--- src/ucfd_pkg.sv ---
// Shared constants, types and the frame decode result for the CAN frame deframer.
package ucfd_pkg;

    localparam int FRAME_LEN = 18;
    localparam int SUM_LEN   = FRAME_LEN - 1;
    localparam int FILL_W    = 5;
    localparam int ID_W      = 11;
    localparam int DATA_N    = 8;
    localparam int DATA_POS  = 9;
    localparam int ADDR_W    = 3;
    localparam int APB_W     = 32;

    localparam logic [7:0] START_BYTE     = 8'hF0;
    localparam logic [7:0] TYPE_HEARTBEAT = 8'h00;
    localparam logic [7:0] TYPE_STATUS    = 8'h55;
    localparam logic [7:0] CHANNEL_A      = 8'hAA;

    localparam logic [ID_W-1:0] ID_LOW_RST  = 11'd1024;
    localparam logic [ID_W-1:0] ID_HIGH_RST = 11'd1031;

    // Register index as taken from paddr[2]
    localparam logic REG_ID_LOW  = 1'b0;
    localparam logic REG_ID_HIGH = 1'b1;

    localparam logic [FILL_W-1:0] FILL_FULL = FILL_W'(SUM_LEN);

    typedef logic [7:0] byte_t;
    typedef logic [SUM_LEN-1:0][7:0] window_t;
    typedef logic [DATA_N-1:0][7:0] payload_t;

    typedef struct packed {
        logic            frame_ok;
        logic            hit;
        logic [ID_W-1:0] can_id;
        payload_t        data;
    } dec_t;

endpackage

--- src/ucfd_rx_if.sv ---
// Received byte channel: valid/ready handshake carrying one raw byte.
interface ucfd_rx_if import ucfd_pkg::*; ();
    logic  valid;
    logic  ready;
    byte_t rx_byte;

    modport source (output valid, output rx_byte, input ready);
    modport sink (input valid, input rx_byte, output ready);
endinterface

--- src/ucfd_can_if.sv ---
// CAN packet channel: valid/ready handshake carrying identifier and eight data bytes.
interface ucfd_can_if import ucfd_pkg::*; ();
    logic            valid;
    logic            ready;
    logic [ID_W-1:0] can_id;
    byte_t           data0;
    byte_t           data1;
    byte_t           data2;
    byte_t           data3;
    byte_t           data4;
    byte_t           data5;
    byte_t           data6;
    byte_t           data7;

    modport source (output valid, output can_id, output data0, output data1, output data2,
                    output data3, output data4, output data5, output data6, output data7,
                    input ready);
    modport sink (input valid, input can_id, input data0, input data1, input data2,
                  input data3, input data4, input data5, input data6, input data7,
                  output ready);
endinterface

--- src/ucfd_frame_decode.sv ---
// Frame check and decode: start byte, folded checksum, type, channel and identifier range.
module ucfd_frame_decode import ucfd_pkg::*;
(
    input  window_t         head,
    input  byte_t           tail,
    input  logic [ID_W-1:0] id_low,
    input  logic [ID_W-1:0] id_high,
    output dec_t            dec
);

    logic [8:0]  lvl1 [9];
    logic [9:0]  lvl2 [5];
    logic [10:0] lvl3 [3];
    logic [12:0] sum;
    logic [8:0]  fold1;
    logic [8:0]  fold2;
    byte_t       cks;
    logic        is_status;
    logic        is_heartbeat;
    logic [ID_W-1:0] id;

    // Adder tree over the first seventeen bytes
    always_comb
    begin
        for (int i = 0; i < 8; i++)
        begin
            lvl1[i] = {1'b0, head[2*i]} + {1'b0, head[2*i+1]};
        end
        lvl1[8] = {1'b0, head[16]};
        for (int i = 0; i < 4; i++)
        begin
            lvl2[i] = {1'b0, lvl1[2*i]} + {1'b0, lvl1[2*i+1]};
        end
        lvl2[4] = {1'b0, lvl1[8]};
        lvl3[0] = {1'b0, lvl2[0]} + {1'b0, lvl2[1]};
        lvl3[1] = {1'b0, lvl2[2]} + {1'b0, lvl2[3]};
        lvl3[2] = {1'b0, lvl2[4]};
        sum     = {2'b00, lvl3[0]} + {2'b00, lvl3[1]} + {2'b00, lvl3[2]};
    end

    // Fold the carries back in twice, then negate
    assign fold1 = {1'b0, sum[7:0]} + {4'b0000, sum[12:8]};
    assign fold2 = {1'b0, fold1[7:0]} + {8'h00, fold1[8]};
    assign cks   = 8'h00 - fold2[7:0];

    assign is_heartbeat = (head[1] == TYPE_HEARTBEAT);
    assign is_status    = (head[1] == TYPE_STATUS) && (head[2] == CHANNEL_A);
    assign id           = {head[4], head[5][7:5]};

    always_comb
    begin
        dec.frame_ok = (head[0] == START_BYTE) && (cks == tail);
        dec.hit      = dec.frame_ok && !is_heartbeat && is_status
                       && (id >= id_low) && (id <= id_high);
        dec.can_id   = id;
        for (int i = 0; i < DATA_N; i++)
        begin
            dec.data[i] = head[DATA_POS + i];
        end
    end

endmodule

--- src/usb_can_frame_deframer_core.sv ---
// Top level of the received-byte deframer that extracts CAN status packets.
//
// Takes one received byte per transfer on rx and emits one CAN packet per
// accepted status frame on can. The block takes one byte per clock while
// the result register is free or being drained: a byte is registered on
// entry, and the frame check (a 17-byte adder tree, two carry folds and a
// compare) plus the type and identifier-range decode run between that
// input register and the result register, so a packet is offered on can
// from the result register once the byte that completes its frame has
// passed the input register. The result register is a true output stage:
// while a packet waits on can, the next byte is still taken into the
// input register, and both stages advance together as soon as the packet
// is transferred. The window is a 17-byte shift line plus a fill count;
// a frame is tested only when 17 bytes are held and the 18th arrives.
// A failed test drops the oldest byte, a passing one empties the window.
// id_low (offset 0x0) and id_high (offset 0x4) are 11-bit APB registers,
// reset to 1024 and 1031; write them only while the block is idle. An
// empty range (id_low above id_high) rejects every status frame.
module usb_can_frame_deframer_core import ucfd_pkg::*;
(
    input  logic              clk,
    input  logic              rst_n,
    ucfd_rx_if.sink           rx,
    ucfd_can_if.source        can,
    input  logic              psel,
    input  logic              penable,
    input  logic              pwrite,
    input  logic [ADDR_W-1:0] paddr,
    input  logic [APB_W-1:0]  pwdata,
    output logic [APB_W-1:0]  prdata,
    output logic              pready
);

    logic [ID_W-1:0]   id_low_reg;
    logic [ID_W-1:0]   id_high_reg;

    logic              s1_valid_reg;
    byte_t             s1_byte_reg;

    window_t           hist_reg;
    logic [FILL_W-1:0] fill_count_reg;
    logic [FILL_W-1:0] fill_count_next;

    logic              out_valid_reg;
    logic [ID_W-1:0]   can_id_reg;
    payload_t          data_reg;

    logic              advance;
    logic              s1_go;
    logic              window_full;
    logic              cfg_write;
    dec_t              dec;

    // Configuration port
    assign pready    = 1'b1;
    assign cfg_write = psel && penable && pwrite && pready;

    always_ff @(posedge clk or negedge rst_n)
    begin
        if (!rst_n)
        begin
            id_low_reg  <= ID_LOW_RST;
            id_high_reg <= ID_HIGH_RST;
        end
        else if (cfg_write)
        begin
            case (paddr[2])
                REG_ID_LOW:  id_low_reg  <= pwdata[ID_W-1:0];
                REG_ID_HIGH: id_high_reg <= pwdata[ID_W-1:0];
                default:     id_low_reg  <= id_low_reg;
            endcase
        end
    end

    always_comb
    begin
        case (paddr[2])
            REG_ID_LOW:  prdata = {{(APB_W-ID_W){1'b0}}, id_low_reg};
            REG_ID_HIGH: prdata = {{(APB_W-ID_W){1'b0}}, id_high_reg};
            default:     prdata = '0;
        endcase
    end

    // Both stages move whenever the result register is free or being drained
    assign advance  = !out_valid_reg || can.ready;
    assign s1_go    = s1_valid_reg && advance;
    assign rx.ready = !s1_valid_reg || advance;

    always_ff @(posedge clk or negedge rst_n)
    begin
        if (!rst_n)
        begin
            s1_valid_reg <= 1'b0;
        end
        else if (rx.ready)
        begin
            s1_valid_reg <= rx.valid;
        end
    end

    always_ff @(posedge clk)
    begin
        if (rx.ready && rx.valid)
        begin
            s1_byte_reg <= rx.rx_byte;
        end
    end

    // Frame check on the held 17 bytes with the new byte as the checksum
    ucfd_frame_decode u_decode
    (
        .head    (hist_reg),
        .tail    (s1_byte_reg),
        .id_low  (id_low_reg),
        .id_high (id_high_reg),
        .dec     (dec)
    );

    assign window_full = (fill_count_reg == FILL_FULL);

    // Full window: empty it on a good frame, otherwise drop the oldest byte
    always_comb
    begin
        if (!window_full)
        begin
            fill_count_next = fill_count_reg + 1'b1;
        end
        else if (dec.frame_ok)
        begin
            fill_count_next = '0;
        end
        else
        begin
            fill_count_next = FILL_FULL;
        end
    end

    always_ff @(posedge clk or negedge rst_n)
    begin
        if (!rst_n)
        begin
            fill_count_reg <= '0;
        end
        else if (s1_go)
        begin
            fill_count_reg <= fill_count_next;
        end
    end

    // Shift line: oldest byte at index 0, newest at the top
    always_ff @(posedge clk)
    begin
        if (s1_go)
        begin
            for (int i = 0; i < SUM_LEN - 1; i++)
            begin
                hist_reg[i] <= hist_reg[i+1];
            end
            hist_reg[SUM_LEN-1] <= s1_byte_reg;
        end
    end

    // Result register
    always_ff @(posedge clk or negedge rst_n)
    begin
        if (!rst_n)
        begin
            out_valid_reg <= 1'b0;
        end
        else if (advance)
        begin
            out_valid_reg <= s1_go && window_full && dec.hit;
        end
    end

    always_ff @(posedge clk)
    begin
        if (s1_go && window_full && dec.hit)
        begin
            can_id_reg <= dec.can_id;
            data_reg   <= dec.data;
        end
    end

    assign can.valid  = out_valid_reg;
    assign can.can_id = can_id_reg;
    assign can.data0  = data_reg[0];
    assign can.data1  = data_reg[1];
    assign can.data2  = data_reg[2];
    assign can.data3  = data_reg[3];
    assign can.data4  = data_reg[4];
    assign can.data5  = data_reg[5];
    assign can.data6  = data_reg[6];
    assign can.data7  = data_reg[7];

`ifndef NO_ASSERTIONS
    a_fill_bounded: assert property (@(posedge clk) disable iff (!rst_n)
        fill_count_reg <= FILL_FULL)
        else $error("fill count beyond a full window");

    a_good_frame_empties: assert property (@(posedge clk) disable iff (!rst_n)
        s1_go && window_full && dec.frame_ok |=> fill_count_reg == '0)
        else $error("window not emptied after a good frame");

    a_bad_frame_keeps_full: assert property (@(posedge clk) disable iff (!rst_n)
        s1_go && window_full && !dec.frame_ok |=> fill_count_reg == FILL_FULL)
        else $error("window not held full after a failed check");

    a_result_from_full: assert property (@(posedge clk) disable iff (!rst_n)
        $rose(out_valid_reg) |-> $past(s1_go) && $past(window_full))
        else $error("packet raised without a completed frame");

    a_result_in_range: assert property (@(posedge clk) disable iff (!rst_n)
        out_valid_reg |-> (can_id_reg >= id_low_reg) && (can_id_reg <= id_high_reg))
        else $error("packet identifier outside the configured range");
`endif

endmodule

--- src/flat_wrapper.sv ---
// flat-port wrapper written by rule: the top's interface ports become plain ports
module usb_can_frame_deframer_core_flat import ucfd_pkg::*;
  (clk, rst_n, psel, penable, pwrite, paddr, pwdata, prdata, pready, rx_valid, rx_rx_byte, rx_ready, can_valid, can_can_id, can_data0, can_data1, can_data2, can_data3, can_data4, can_data5, can_data6, can_data7, can_ready);
  ucfd_rx_if rx_i ();
  ucfd_can_if can_i ();
  input  logic clk;
  input  logic rst_n;
  input  logic psel;
  input  logic penable;
  input  logic pwrite;
  input  logic [ADDR_W-1:0] paddr;
  input  logic [APB_W-1:0] pwdata;
  output logic [APB_W-1:0] prdata;
  output logic pready;
  input wire logic [$bits(rx_i.valid)-1:0] rx_valid;
  input wire logic [$bits(rx_i.rx_byte)-1:0] rx_rx_byte;
  output wire logic [$bits(rx_i.ready)-1:0] rx_ready;
  output wire logic [$bits(can_i.valid)-1:0] can_valid;
  output wire logic [$bits(can_i.can_id)-1:0] can_can_id;
  output wire logic [$bits(can_i.data0)-1:0] can_data0;
  output wire logic [$bits(can_i.data1)-1:0] can_data1;
  output wire logic [$bits(can_i.data2)-1:0] can_data2;
  output wire logic [$bits(can_i.data3)-1:0] can_data3;
  output wire logic [$bits(can_i.data4)-1:0] can_data4;
  output wire logic [$bits(can_i.data5)-1:0] can_data5;
  output wire logic [$bits(can_i.data6)-1:0] can_data6;
  output wire logic [$bits(can_i.data7)-1:0] can_data7;
  input wire logic [$bits(can_i.ready)-1:0] can_ready;
  assign rx_i.valid = rx_valid;
  assign rx_i.rx_byte = rx_rx_byte;
  assign rx_ready = rx_i.ready;
  assign can_valid = can_i.valid;
  assign can_can_id = can_i.can_id;
  assign can_data0 = can_i.data0;
  assign can_data1 = can_i.data1;
  assign can_data2 = can_i.data2;
  assign can_data3 = can_i.data3;
  assign can_data4 = can_i.data4;
  assign can_data5 = can_i.data5;
  assign can_data6 = can_i.data6;
  assign can_data7 = can_i.data7;
  assign can_i.ready = can_ready;
  usb_can_frame_deframer_core u_core (.clk(clk), .rst_n(rst_n), .rx(rx_i), .can(can_i), .psel(psel), .penable(penable), .pwrite(pwrite), .paddr(paddr), .pwdata(pwdata), .prdata(prdata), .pready(pready));
endmodule
--- config.mk ---
export PLATFORM = sky130hd
export DESIGN_NAME = usb_can_frame_deframer_core_flat
export DESIGN_NICKNAME = d
export VERILOG_FILES = /design/src/ucfd_pkg.sv /design/src/ucfd_rx_if.sv /design/src/ucfd_can_if.sv /design/src/ucfd_frame_decode.sv /design/src/usb_can_frame_deframer_core.sv /design/src/flat_wrapper.sv
export SDC_FILE = /design/constraint.sdc
export NUM_CORES = 1
export LEC_CHECK = 0
export BUFFER_PORTS_ARGS = -buffer_cell sky130_fd_sc_hd__buf_2
export CAP_MARGIN = 20
export CELL_PAD_IN_SITES_DETAIL_PLACEMENT = 1
export CELL_PAD_IN_SITES_GLOBAL_PLACEMENT = 2
export CORE_MARGIN = 2
export CORE_UTILIZATION = 42
export DETAILED_ROUTE_END_ITERATION = 6
export PLACE_DENSITY = 0.84
export SLEW_MARGIN = 15
export SYNTH_ARGS = -nofsm -noshare
export SYNTH_HDL_FRONTEND = slang
export SYNTH_SLANG_ARGS = --single-unit
export TNS_END_PERCENT = 20
--- constraint.sdc ---
create_clock -name clk -period 21.7 [get_ports clk]
set_input_delay 4.34 -clock clk [delete_from_list [all_inputs] [get_ports clk]]
set_output_delay 4.34 -clock clk [all_outputs]
set_load 0.05 [all_outputs]
* After elaboration in Yosys (flattened, before gate mapping)
Index checks and enable logic that the tools add are counted.
Storage, ports and cells: register bits 248, logic and storage cells 83
Operators by class: $add $sub $neg 20, order comparisons 2, eq/ne operators 5, multiplexer cells 3, bitwise operators 1, reductions and logical operators 20
Operator list (count):
- adder 8 x 8 -> 9 bit | 8
- one-hot mux 32 bit (2 select lines) | 1
- adder 9 x 9 -> 10 bit | 4
- adder 10 x 10 -> 11 bit | 2
- == test 8 bit, second input constant | 2
- adder 12 x 8 -> 13 bit | 1
- adder 11 x 11 -> 12 bit | 1
- logical AND 1 bit | 12
- >= comparator 11 bit | 1
- less-or-equal comparator 11 bit | 1
- 2-to-1 mux 5 bit | 2
- adder 8 x 5 -> 9 bit | 1
- adder 8 x 1 -> 8 bit | 1
- == test 8 x 7 -> 1 bit, second input constant | 1
- == test 8 bit | 1
- zero test 8 bit | 1
- subtractor 1 x 8 -> 8 bit, first input constant | 1
- adder 5 x 1 -> 5 bit, second input constant | 1
- == test 5 bit, second input constant | 1
- AND reduction 2 bit | 2
- zero test 1 bit | 3
- logical OR 1 bit | 2
- NOT 1 bit | 1

* Logic depth before layout (Yosys ltp)
Gate-level depths: netlist of the first run.
depth in word-level cells 15, depth in mapped cells 39, depth with buffers taken out 39

* Cells and area by module
A second synthesis of the first run with hierarchy kept.
Second synthesis, totals: cell total of the unflattened synthesis 948, area total of the unflattened synthesis 13449.1 sq um
Modules (own cells, without submodules):
- usb_can_frame_deframer_core | times used 1, cells an instance 343, area each 8094.0 sq um, sequential area each 7308.3 sq um
- ucfd_frame_decode | times used 1, cells an instance 605, area each 5355.1 sq um, sequential area each 0.0 sq um

* Worst setup path before layout of the first run
OpenSTA, ideal clock, no wires.
path kind register to register, start register u_core.hist_reg[36] (netlist name), end register u_core.can_id_reg[0] (netlist: u_core.can.can_id[0]) (enable), arrival time 14649 ps, required time 21008 ps, slack 6358 ps, cell stages (with the launch flop) 34, cells stage by stage edfxtp_1 -> inv_1 -> fa_1 -> inv_1 -> fa_1 -> fa_1 -> fa_1 -> fa_1 -> inv_1 -> fa_1 -> inv_1 -> ha_1 -> a21oi_2 -> a21boi_2 -> o311a_4 -> o21a_1 -> o21ai_0 -> nand2b_1 -> a21oi_1 -> xnor2_1 -> ha_1 -> nand3_1 -> a211oi_2 -> nand3_1 -> ha_1 -> ha_1 -> inv_1 -> ha_1 -> o21bai_1 -> a21oi_1 -> o21ai_0 -> xnor2_1 -> xnor3_2 -> nor4_1
On the way: word-level cells in the longest chain between the ends 15, elaborated cells between the ends (all ways) 17, classes of those cells add/sub: 8; order compare: 2; eq/ne: 1; reduce/logical: 6
RTL lines:
- from (decl) | line usb_can_frame_deframer_core.sv:40 | window_t hist_reg;
- from (signal, indexed assignment) | line usb_can_frame_deframer_core.sv:157 | hist_reg[i] <= hist_reg[i+1];
- from (signal, indexed assignment) | line usb_can_frame_deframer_core.sv:159 | hist_reg[SUM_LEN-1] <= s1_byte_reg;
- adder 8 x 8 -> 9 bit | line ucfd_frame_decode.sv:27 | lvl1[i] = {1'b0, head[2*i]} + {1'b0, head[2*i+1]};
- adder 9 x 9 -> 10 bit | line ucfd_frame_decode.sv:32 | lvl2[i] = {1'b0, lvl1[2*i]} + {1'b0, lvl1[2*i+1]};
- adder 10 x 10 -> 11 bit | line ucfd_frame_decode.sv:35 | lvl3[0] = {1'b0, lvl2[0]} + {1'b0, lvl2[1]};
- adder 11 x 11 -> 12 bit | line ucfd_frame_decode.sv:38 | sum = {2'b00, lvl3[0]} + {2'b00, lvl3[1]} + {2'b00, lvl3[2]};
- adder 12 x 8 -> 13 bit | line ucfd_frame_decode.sv:38
- adder 8 x 5 -> 9 bit | line ucfd_frame_decode.sv:42 | assign fold1 = {1'b0, sum[7:0]} + {4'b0000, sum[12:8]};
- adder 8 x 1 -> 8 bit | line ucfd_frame_decode.sv:43 | assign fold2 = {1'b0, fold1[7:0]} + {8'h00, fold1[8]};
- subtractor 1 x 8 -> 8 bit | line ucfd_frame_decode.sv:44 | assign cks = 8'h00 - fold2[7:0];
- == test 8 bit | line ucfd_frame_decode.sv:52 | dec.frame_ok = (head[0] == START_BYTE) && (cks == tail);
- logical AND 1 bit | line ucfd_frame_decode.sv:52
- logical AND 1 bit (2 in a row) | line ucfd_frame_decode.sv:53 | dec.hit = dec.frame_ok && !is_heartbeat && is_status
- logical AND 1 bit | line ucfd_frame_decode.sv:54 | && (id >= id_low) && (id <= id_high);
- logical AND 1 bit (*) | line ucfd_frame_decode.sv:54
- logical AND 1 bit (*) | line usb_can_frame_deframer_core.sv:178 | if (s1_go && window_full && dec.hit)
- to (signal assigned) | line usb_can_frame_deframer_core.sv:180 | can_id_reg <= dec.can_id;
- to (decl) | line usb_can_frame_deframer_core.sv:45 | logic [ID_W-1:0] can_id_reg;
Mark *: on every way between the ends. The rest lies on a longest branch, timed or not. A chain may end at the register's enable or synchronous reset.

* Worst setup path after layout of the first run
start input port paddr[2], end output port prdata[0]
On the way: word-level cells in the longest chain between the ends 2
RTL lines:
- from (decl) | line flat_wrapper.sv:11 | input logic [ADDR_W-1:0] paddr;
- NOT 1 bit
- one-hot mux 32 bit (2 select lines) (*) | line usb_can_frame_deframer_core.sv:77 | case (paddr[2])
- to (decl) | line flat_wrapper.sv:13 | output logic [APB_W-1:0] prdata;
Mark *: on every way between the ends. The rest lies on a longest branch, timed or not. The select of a mux whose other input is x is not followed.

==> results of run 1 <==
==> cell families after synthesis <==
logic type / Yosys count / synth area share [%]
other cells: 2 / 0.05864
flops: 248 / 57.06
xor+xnor: 25 / 1.827
mux: 24 / 2.110
buf+inv: 263 / 8.353
compound gates: 64 / 3.468
fa+ha+maj: 176 / 24.05
simple gates: 70 / 3.068
==> layout make-up <==
type	count	area, µm²
Clock inverter	20	266.5
Sequential cell	248	7308
Fill cell	3008	15030
Inverter	237	892.1
Tap cell	390	488.0
Timing Repair Buffer	118	620.6
Multi-Input combinational cell	381	4511
Clock buffer	29	683.2
==> through the flow <==
step	hold WS [ns]	power (mW)	std cells	utilization, %
final	0.4516	1.419	1423	49.57
after global placement	0.4315	0.9278	1373	46.29
after global routing	0.4639	1.503	1423	49.57
after detailed placement	0.4375	0.9418	1373	46.29
after CTS	0.4515	1.440	1422	49.48
after floorplan	0.4264	0.8675	892	-
==> metal layers <==
metal	vias to the layer above	wire length (µm)	global-route usage, %
li1	3083	-	-
met1	3373	10990	22.96
met2	107	12420	27.53
met3	32	963	2.387
met4	0	427	3.557
met5	-	0	0
==> power by group <==
| group | internal (mW) | leakage (nW) | switching, mW | total (mW) |
|---|---|---|---|---|
| clock network | 0.300 | 0.471 | 0.191 | 0.491 |
| registers | 0.535 | 2.42 | 0.0135 | 0.548 |
| logic | 0.166 | 3.55 | 0.214 | 0.380 |
==> worst reg2reg max path, delay by kind of cell, from the launching register on <==
kind	cells	cell delay, ns
buffers and inverters	7	0.96
adders and majority gates	12	4.62
DFF	1	0.52
xor gates and xnor gates	3	0.69
and+or+nand+nor	5	0.83
AOI/OAI and AO/OA	10	1.55
==> synth_stat cells, types with 2 or more instances <==
cell,instances
inv_1,236
edfxtp_1,219
fa_1,117
ha_1,59
dfrtp_1,24
mux2_2,24
buf_4,22
nand2_1,19
o21ai_0,17
xnor2_1,17
a21oi_1,13
nor2_1,10
nand4_1,8
nand2b_1,7
xor2_1,7
a211oi_1,5
a21o_1,5
dfstp_2,5
clkbuf_1,4
nand3_1,4
nor2b_1,4
nor4_1,4
o21a_1,3
o21bai_1,3
and2_1,2
conb_1,2
nand4b_1,2
o2111ai_1,2
o211ai_1,2
==> worst min path at each step <==
stage	end	depth (start not counted)
final	u_core.hist_reg[3]$_DFFE_PP_	0
after global routing	u_core.hist_reg[21]$_DFFE_PP_	0
after CTS	u_core.hist_reg[22]$_DFFE_PP_	0
after detailed placement	u_core.hist_reg[10]$_DFFE_PP_	0
after global placement	u_core.hist_reg[4]$_DFFE_PP_	0
after floorplan	u_core.hist_reg[10]$_DFFE_PP_	0
==> results by group, run 1 <==
Final layout
  – Max FFs per register: 136
  – Nets: 1239
  – Most frequent cells in the layout: inv_1, edfxtp_1, fa_1
  – Most common cell after layout, fill and taps aside: inv_1
  – Diode count: 0
  – Layout cells sized above 1: 19.65%
  – Design Area, Final: 14770 µm²
  – Area delta synth->final: 15.32%

Logic synthesis
  – Area of the mapped netlist: 12810 µm²
  – Area share of the largest cell type after synthesis: 51.35%
  – Syn_area_per_cell: 14.69 µm²
  – Seq/Total Area, Yosys: 57.06%
  – Number of enable flip-flop cells after synthesis: 219
  – Dominant synthesized flop cell: edfxtp_1
  – Cell taking the most area after synthesis: edfxtp_1
  – Synth warn: 0
  – Synth top area cells: edfxtp_1, fa_1, inv_1
  – Seq cells post-synth: 248
  – Cells after synthesis: 872
  – Netlist cell types: 55
  – Synth async-reset ratio: 11.69%

Clock tree
  – Cts bufs inserted: 27
  – Setup Fix Bufs, Post-CTS: 0
  – Max Buffers Root-to-Sink: 3
  – Post-CTS resize count: 0
  – CTS root buffer: clkbuf_16
  – CTS tree: yes
  – Clock Sink Count: 248
  – Cts hold-fix bufs: 0
  – H-tree depth: 1
  – Clock slew seen by the registers of the worst setup and hold paths: 0.06 ns
  – Clk_lat worst skew: 0.55 ns

GRT
  – Gr usage total: 16.45%
  – Vias in the first global route: 7437
  – Total global routing overflow: 0
  – First-pass GRT wire length: 40330 µm
  – Largest net degree at the start of global routing: 89
  – Initial antenna violation count: 0

Setup path
  – Critical Path Sink: prdata[0]
  – Flop2flop setup slack: 12.10 ns
  – Worst r2r dst: u_core.can.can_id[5]$_DFFE_PP_
  – WP depth: 3
  – Worst EP required: 17.36 ns
  – CP Data Arrival Time: 5.29 ns
  – Crit path top cell by count: buf_2
  – Origin of the critical flop-to-flop path: u_core.hist_reg[34]$_DFFE_PP_
  – Critical path's slowest cell: mux2_2
  – CP delay by family, top: buffers and inverters
  – Worst setup SP type: input pin
  – Slowest stage delay, CP: 0.39 ns
  – Worst-path cell chain: buf_2 -> mux2_2 -> buf_2
  – Worst R2R Path Depth: 37
  – CP startpoint: paddr[2]
  – Crit. End Element: primary output
  – CP Buf/Inv Count: 2
  – Maximum fanout along the worst path: 23
  – Crit Path Category: in2out

STA
  – Peak Freq: 0.1038 GHz
  – RSZ-0062 raised after global routing: false
  – Setup violators final: 0
  – Max-slew violations: 0
  – Post-route minimum period: 9.630 ns
  – Worst-Margin Slew: 0.8108 ns
  – Hold Vio Cnt, Final: 0
  – Final TNS setup: 0 ns
  – Worst slew margin: 45.21%
  – Setup ws final: 12.07 ns
  – Fraction of the cycle the final worst path needs: 44.38%
  – Worst Skew: 0.02549 ns

Route
  – Pre-antenna DRT Iters: 4
  – Via density: 4.635
  – # DRC: 0
  – First DRT Iteration DRCs: 343
  – Wire per inst: 17.42 µm
  – Antenna-violating nets left: 0
  – WL final: 24790 µm
  – Routed via count: 6595

Pwr
  – Leakage: 6.444 nW
  – Pwr per Cell Area: 96.08 nW/µm²
  – Maximum vdd ir drop: 0.00008498 V

Placement
  – Post-DP HPWL: 18580 µm
  – Pre-CTS setup slack: 12.07 ns
  – DP Area: 13790 µm²
  – Placer Congestion: 0.7604
  – Count of input and output buffers: 114

Die
  – Die H: 178.6 µm
  – Core area: 29800 µm²
  – Initial Util: 42.98%
  – Die W: 178.6 µm
  – Top Ports: 160
  – Die footprint: 31910 µm²
  – Row count: 63

Run status
  – Status: finished, final reports clean

Min path
  – Worst Hold Class: reg2reg
  – Hold Startpoint: u_core.hist_reg[11]$_DFFE_PP_

Run
  – Max-cap viol count: 0
No activity file was read; power rests on OpenSTA's default activity.
==> inputs of run 2 (changes only) <==
==> constraint.sdc (replaced) <==
create_clock -name clk -period 9.3 [get_ports clk]
set_input_delay 1.86 -clock clk [delete_from_list [all_inputs] [get_ports clk]]
set_output_delay 1.86 -clock clk [all_outputs]
set_load 0.05 [all_outputs]
==> run 2 against run 1 <==
Net effect:
- non-clock buffer count grew 9
- worst hold slack improved by 0.0045 ns
- combinational power grew to 2.6 times the previous value
- cell count is 0.63% higher
- power rose by 140%
- critical path type is now reg2reg
- wire length increased by 2.7%
==> results by group, run 2 (synthesized netlist as in run 1, its figures left out) <==
STA
  – Worst Skew: 0.02650 ns (was 0.02549 ns)
  – Max-slew violations: 0 (unchanged)
  – Worst-Margin Slew: 1.082 ns (was 0.8108 ns)
  – Peak Freq: 0.1136 GHz
  – Hold Vio Cnt, Final: 0 (unchanged)
  – Worst slew margin: 27.88% (was 45.21%)
  – Setup violators final: 0 (unchanged)
  – Post-route minimum period: 8.803 ns
  – Fraction of the cycle the final worst path needs: 94.66%

Route
  – Routed via count: 6627 (was 6595)
  – Pre-antenna DRT Iters: 6 (was 4)
  – WL final: 25470 µm (was 24790 µm)
  – First DRT Iteration DRCs: 322 (was 343)
  – Antenna-violating nets left: 0 (unchanged)
  – Wire per inst: 17.78 µm (was 17.42 µm)
  – # DRC: 0 (unchanged)
  – Via density: 4.628 (was 4.635)

Placement
  – Placer Congestion: 0.7513 (was 0.7604)
  – Count of input and output buffers: 114 (unchanged)
  – Placed cell count: 1378 (was 1373)
  – Post-DP HPWL: 18810 µm (was 18580 µm)
  – DP Area: 13930 µm² (was 13790 µm²)

Die
  – Core area: 29800 µm² (unchanged)
  – Top Ports: 160 (unchanged)
  – Row count: 63 (unchanged)
  – Die H: 178.6 µm (unchanged)
  – Die W: 178.6 µm (unchanged)
  – Initial Util: 42.98% (unchanged)
  – Die footprint: 31910 µm² (unchanged)

GRT
  – Vias in the first global route: 7409 (was 7437)
  – Largest net degree at the start of global routing: 84 (was 89)
  – First-pass GRT wire length: 40470 µm (was 40330 µm)
  – Total global routing overflow: 0 (unchanged)
  – Initial antenna violation count: 0 (unchanged)
  – Gr usage total: 16.64% (was 16.45%)

Setup path
  – CP startpoint: u_core.hist_reg[76]$_DFFE_PP_ (was paddr[2])
  – Crit path top cell by count: fa_1 (was buf_2)
  – CP delay by family, top: adder cells (was buffers and inverters)
  – Origin of the critical flop-to-flop path: u_core.hist_reg[76]$_DFFE_PP_ (was u_core.hist_reg[34]$_DFFE_PP_)
  – Slowest stage delay, CP: 0.59 ns (was 0.39 ns)
  – CP Data Arrival Time: 9.01 ns (was 5.29 ns)
  – Worst EP required: 9.50 ns (was 17.36 ns)
  – Worst setup SP type: flip-flop (was input pin)
  – Maximum fanout along the worst path: 33 (was 23)
  – CP Buf/Inv Count: 7 (was 2)
  – Crit Path Category: reg2reg (was in2out)
  – Crit. End Element: flip-flop (was primary output)
  – Critical path's slowest cell: fa_1 (was mux2_2)

Clock tree
  – Cts bufs inserted: 27 (unchanged)
  – Clock slew seen by the registers of the worst setup and hold paths: 0.06 ns (about the same)
  – CTS root buffer: clkbuf_16 (unchanged)
  – Cts hold-fix bufs: 0 (unchanged)
  – H-tree depth: 1 (unchanged)
  – Clk_lat worst skew: 0.53 ns (was 0.55 ns)
  – Max Buffers Root-to-Sink: 3 (unchanged)
  – CTS tree: yes (unchanged)
  – Clock Sink Count: 248 (unchanged)

Final layout
  – Area delta synth->final: 16.30% (was 15.32%)
  – Most frequent cells in the layout: inv_1, edfxtp_1, fa_1 (unchanged)
  – Final cell count without fillers: 1432 (was 1423)
  – Layout cells sized above 1: 21.11% (was 19.65%)
  – Diode count: 0 (unchanged)
  – Max FFs per register: 136 (unchanged)
  – Nets: 1248 (was 1239)
  – Most common cell after layout, fill and taps aside: inv_1 (unchanged)
  – Design Area, Final: 14890 µm² (was 14770 µm²)

Run
  – Max-cap viol count: 0 (unchanged)

Min path
  – Worst Hold Class: reg2reg (unchanged)
  – Hold Startpoint: u_core.hist_reg[11]$_DFFE_PP_ (unchanged)

Run status
  – Status: finished, final reports clean (unchanged)

Pwr
  – Maximum vdd ir drop: 0.0001714 V (was 0.00008498 V)
  – Leakage: 6.459 nW (was 6.444 nW)
  – Pwr per Cell Area: 224.5 nW/µm² (was 96.08 nW/µm²)
run 2: timing repair:
action                                  4_1_cts  5_1_grt
setup buffers                                 0        4
gates resized for setup                       0        9
hold endpoints to repair                      0        0
endpoints found under the setup margin        0       75
run 2: worst paths after layout:
kind / endpoint / slack, ns / depth (start not counted)
min in group asynchronous: u_core.id_low_reg[8]$_DFFE_PN0P_ / 1.40 / 1
max in group asynchronous: u_core.fill_count_reg[2]$_DFFE_PN0P_ / 7.40 / 1
setup reg to reg: u_core.can.data3[3]$_DFFE_PP_ / 0.50 / 35
hold / removal: u_core.hist_reg[3]$_DFFE_PP_ / 0.46 / 0
setup / recovery: u_core.can.data3[3]$_DFFE_PP_ / 0.50 / 35
hold reg to reg: u_core.hist_reg[3]$_DFFE_PP_ / 0.46 / 0
run 2: per-stage QoR:
step	util [%]	setup slack (ns)	hold WS, ns	power, mW	TNS [ns]
2_1_floorplan	-	-0.6490	0.4264	2.090	-48.68
3_3_place_gp	46.77	0.4863	0.4320	2.227	0
3_5_place_dp	46.77	0.3163	0.4377	2.265	0
4_1_cts	49.70	0.2242	0.4569	3.342	0
5_1_grt	49.99	-0.01203	0.4670	3.538	-0.04174
6_report	49.99	0.4967	0.4562	3.344	0
run 2: final cells by class:
cell class	count	area, µm²
fillers	2988	14900
clock inverters	15	171.4
clock buffers	34	701.9
repair buffers	127	705.7
inverters	237	892.1
flip-flops and latches	248	7308
well taps	390	488.0
multi-input cells	381	4627
run 2: metal layers:
layer | GRT usage (%) | part of all wire (%)
met1 | 22.32 | 43
met2 | 29.05 | 52
met3 | 2.067 | 3.4
met4 | 3.692 | 1.6
met5 | 0 | 0
run 2: report_power, final:
part	switching, mW	internal, mW	leakage, nW
clock	0.424	0.642	0.425
sequential	0.0305	1.25	2.42
combinational	0.548	0.451	3.61
==> inputs of run 3 (changes only) <==
--- a/config.mk
+++ b/config.mk
@@ -16,5 +16,6 @@
 export SLEW_MARGIN = 15
 export SYNTH_ARGS = -nofsm -noshare
 export SYNTH_HDL_FRONTEND = slang
+export SYNTH_HIERARCHICAL = 1
 export SYNTH_SLANG_ARGS = --single-unit
 export TNS_END_PERCENT = 20
==> run 3 against run 2 <==
Net effect:
- cell count increased by 2.9%
- critical path depth rose by 2
- maximum frequency down 1.3%
- critical endpoint is now u_core/can.data7[4]$_DFFE_PP_
- register-to-register slack got worse by 0.12 ns
==> results by group, run 3 <==
Run status
  – Status: finished, final reports clean (unchanged)

Setup path
  – Worst r2r dst: u_core/can.data7[4]$_DFFE_PP_ (was u_core.can.data3[3]$_DFFE_PP_)
  – Worst R2R Path Depth: 37 (was 35)
  – CP Buf/Inv Count: 7 (unchanged)
  – Critical Path Sink: u_core/can.data7[4]$_DFFE_PP_ (was u_core.can.data3[3]$_DFFE_PP_)
  – Maximum fanout along the worst path: 8 (was 33)
  – Worst setup SP type: flip-flop (unchanged)
  – Crit path top cell by count: fa_1 (unchanged)
  – CP startpoint: u_core/hist_reg[12]$_DFFE_PP_ (was u_core.hist_reg[76]$_DFFE_PP_)
  – CP delay by family, top: adder cells (unchanged)
  – Slowest stage delay, CP: 0.55 ns (was 0.59 ns)
  – Crit. End Element: flip-flop (unchanged)
  – Critical path's slowest cell: fa_1 (unchanged)
  – Worst EP required: 9.55 ns (was 9.50 ns)
  – Crit Path Category: reg2reg (unchanged)
  – Origin of the critical flop-to-flop path: u_core/hist_reg[12]$_DFFE_PP_ (was u_core.hist_reg[76]$_DFFE_PP_)
  – CP Data Arrival Time: 9.17 ns (was 9.01 ns)
  – WP depth: 37 (was 35)
  – Flop2flop setup slack: 0.38 ns (was 0.50 ns)

Placement
  – Placed cell count: 1397 (was 1378)
  – Placer Congestion: 0.7659 (was 0.7513)
  – Count of input and output buffers: 114 (unchanged)
  – Post-DP HPWL: 19300 µm (was 18810 µm)

STA
  – Worst Skew: 0.009432 ns (was 0.02650 ns)
  – Worst-Margin Slew: 1.039 ns (was 1.082 ns)
  – Hold Vio Cnt, Final: 0 (unchanged)
  – Setup violators final: 0 (unchanged)
  – Peak Freq: 0.1121 GHz (was 0.1136 GHz)
  – Max-slew violations: 0 (unchanged)
  – Post-route minimum period: 8.918 ns (was 8.803 ns)
  – Fraction of the cycle the final worst path needs: 95.90% (was 94.66%)
  – Worst slew margin: 30.73% (was 27.88%)

Die
  – Die W: 182.9 µm (was 178.6 µm)
  – Row count: 65 (was 63)
  – Initial Util: 42.62% (was 42.98%)
  – Core area: 31560 µm² (was 29800 µm²)
  – Top Ports: 160 (unchanged)
  – Die H: 182.9 µm (was 178.6 µm)
  – Die footprint: 33470 µm² (was 31910 µm²)

Route
  – # DRC: 0 (unchanged)
  – Antenna-violating nets left: 0 (unchanged)
  – Routed via count: 6902 (was 6627)
  – Via density: 4.686 (was 4.628)
  – Wire per inst: 18.87 µm (was 17.78 µm)
  – WL final: 27790 µm (was 25470 µm)
  – Pre-antenna DRT Iters: 4 (was 6)
  – First DRT Iteration DRCs: 214 (was 322)

Final layout
  – Diode count: 0 (unchanged)
  – Layout cells sized above 1: 24.84% (was 21.11%)
  – Multi-input combinational cell area: 4695 µm² (was 4627 µm²)
  – Area delta synth->final: 13.61% (was 16.30%)
  – FF/Latch Area: 7308 µm² (unchanged)
  – Final cell count without fillers: 1473 (was 1432)
  – Nets: 1277 (was 1248)
  – Max FFs per register: 136 (unchanged)
  – Fill cell count: 3161 (was 2988)
  – Most common cell after layout, fill and taps aside: inv_1 (unchanged)
  – Most frequent cells in the layout: inv_1, edfxtp_1, buf_2, fa_1, ha_1 (was inv_1, edfxtp_1, fa_1)

Clock tree
  – H-tree depth: 1 (unchanged)
  – CTS tree: yes (unchanged)
  – Clock slew seen by the registers of the worst setup and hold paths: 0.06 ns (about the same)
  – CTS root buffer: clkbuf_16 (unchanged)
  – Clock Sink Count: 248 (unchanged)
  – Cts bufs inserted: 27 (unchanged)
  – Cts hold-fix bufs: 0 (unchanged)
  – Max Buffers Root-to-Sink: 3 (unchanged)
  – Clk_lat worst skew: 0.54 ns (was 0.53 ns)

Logic synthesis
  – Seq cells post-synth: 248 (unchanged)
  – Top-count cell post-synth: inv_1 (unchanged)
  – Post-synth top cells: inv_1, edfxtp_1, fa_1, buf_4, ha_1 (was inv_1, edfxtp_1, fa_1, ha_1)
  – Synth warn: 6 (was 0)
  – Seq/Total Area, Yosys: 54.34% (was 57.06%)
  – Synth top area cells: edfxtp_1, fa_1, inv_1 (unchanged)
  – Syn_area_per_cell: 14.19 µm² (was 14.69 µm²)
  – Dominant synthesized flop cell: edfxtp_1 (unchanged)
  – Cells after synthesis: 948 (was 872)
  – Netlist cell types: 55 (unchanged)
  – Area of the mapped netlist: 13450 µm² (was 12810 µm²)
  – Number of enable flip-flop cells after synthesis: 219 (unchanged)
  – Synth async-reset ratio: 11.69% (unchanged)
  – Area share of the largest cell type after synthesis: 48.90% (was 51.35%)
  – Cell taking the most area after synthesis: edfxtp_1 (unchanged)

GRT
  – Largest net degree at the start of global routing: 79 (was 84)
  – Initial antenna violation count: 0 (unchanged)
  – Gr usage total: 16.77% (was 16.64%)
  – First-pass GRT wire length: 43210 µm (was 40470 µm)
  – Total global routing overflow: 0 (unchanged)
  – Vias in the first global route: 7778 (was 7409)

Run
  – Max-cap viol count: 0 (unchanged)

Min path
  – Worst Hold Class: reg2reg (unchanged)
## run 3: worst min-delay path by stage
stage / start / endpoint / cells after the start
5_1_grt: u_core/hist_reg[19]$_DFFE_PP_ / u_core/hist_reg[11]$_DFFE_PP_ / 0
3_3_place_gp: u_core/hist_reg[12]$_DFFE_PP_ / u_core/hist_reg[4]$_DFFE_PP_ / 0
4_1_cts: u_core/hist_reg[21]$_DFFE_PP_ / u_core/hist_reg[13]$_DFFE_PP_ / 0
2_1_floorplan: u_core/hist_reg[19]$_DFFE_PP_ / u_core/hist_reg[11]$_DFFE_PP_ / 0
3_5_place_dp: u_core/hist_reg[21]$_DFFE_PP_ / u_core/hist_reg[13]$_DFFE_PP_ / 0
6_report: u_core/hist_reg[21]$_DFFE_PP_ / u_core/hist_reg[13]$_DFFE_PP_ / 0
## run 3: cell type report
type,count,area share [%]
tap,402,3.292
clock inverter,9,0.3357
inverter,239,5.888
multi-input combinational,380,30.72
timing repair buffer,155,6.698
sequential,248,47.83
clock buffer,40,5.233
## run 3: routing by layer
layer	global-route usage [%]	vias to the layer above	routed length, µm
li1	-	3163	-
met2	29.80	122	14650
met1	21.61	3579	11590
met5	0	-	0
met3	2.562	38	979
met4	4.192	0	578
## run 3: timing repair
item / in CTS / in global routing
setup endpoints to repair: 75 / 75
buffers inserted: 11 / 11
pin swaps: 13 / 25
gates cloned: 2 / 4
gates resized for setup: 15 / 18
## run 3: cells by family (layout without fill, tap and decap cells)
group,count (synthesis),after routing,share of synthesized area (%)
buffers and inverters,340,443,12.23
DFF,248,248,54.34
adders and majority gates,176,176,22.90
and+or+nand+nor,64,64,2.772
AOI/OAI and AO/OA,58,58,3.033
muxes,36,36,2.996
xor gates and xnor gates,24,24,1.665
other,2,22,0.05584
## run 3: metrics by stage
stage	instance area (µm²)	util [%]	setup WS, ns	hold slack [ns]	TNS (ns)
global route	15280	48.42	-0.03990	0.4599	-1.556
finish	15280	48.42	0.3815	0.4514	0
detailed placement	13990	44.33	-0.1579	0.4370	-8.981
global placement	13990	44.33	-0.002910	0.4304	-0.03800
CTS	15060	47.71	0.01971	0.4496	0
floorplan	13530	-	0.01096	0.4264	0
Power of run 3 is not shown: default switching activity piles up to over one toggle a cycle in this logic, so the estimate is an artifact.
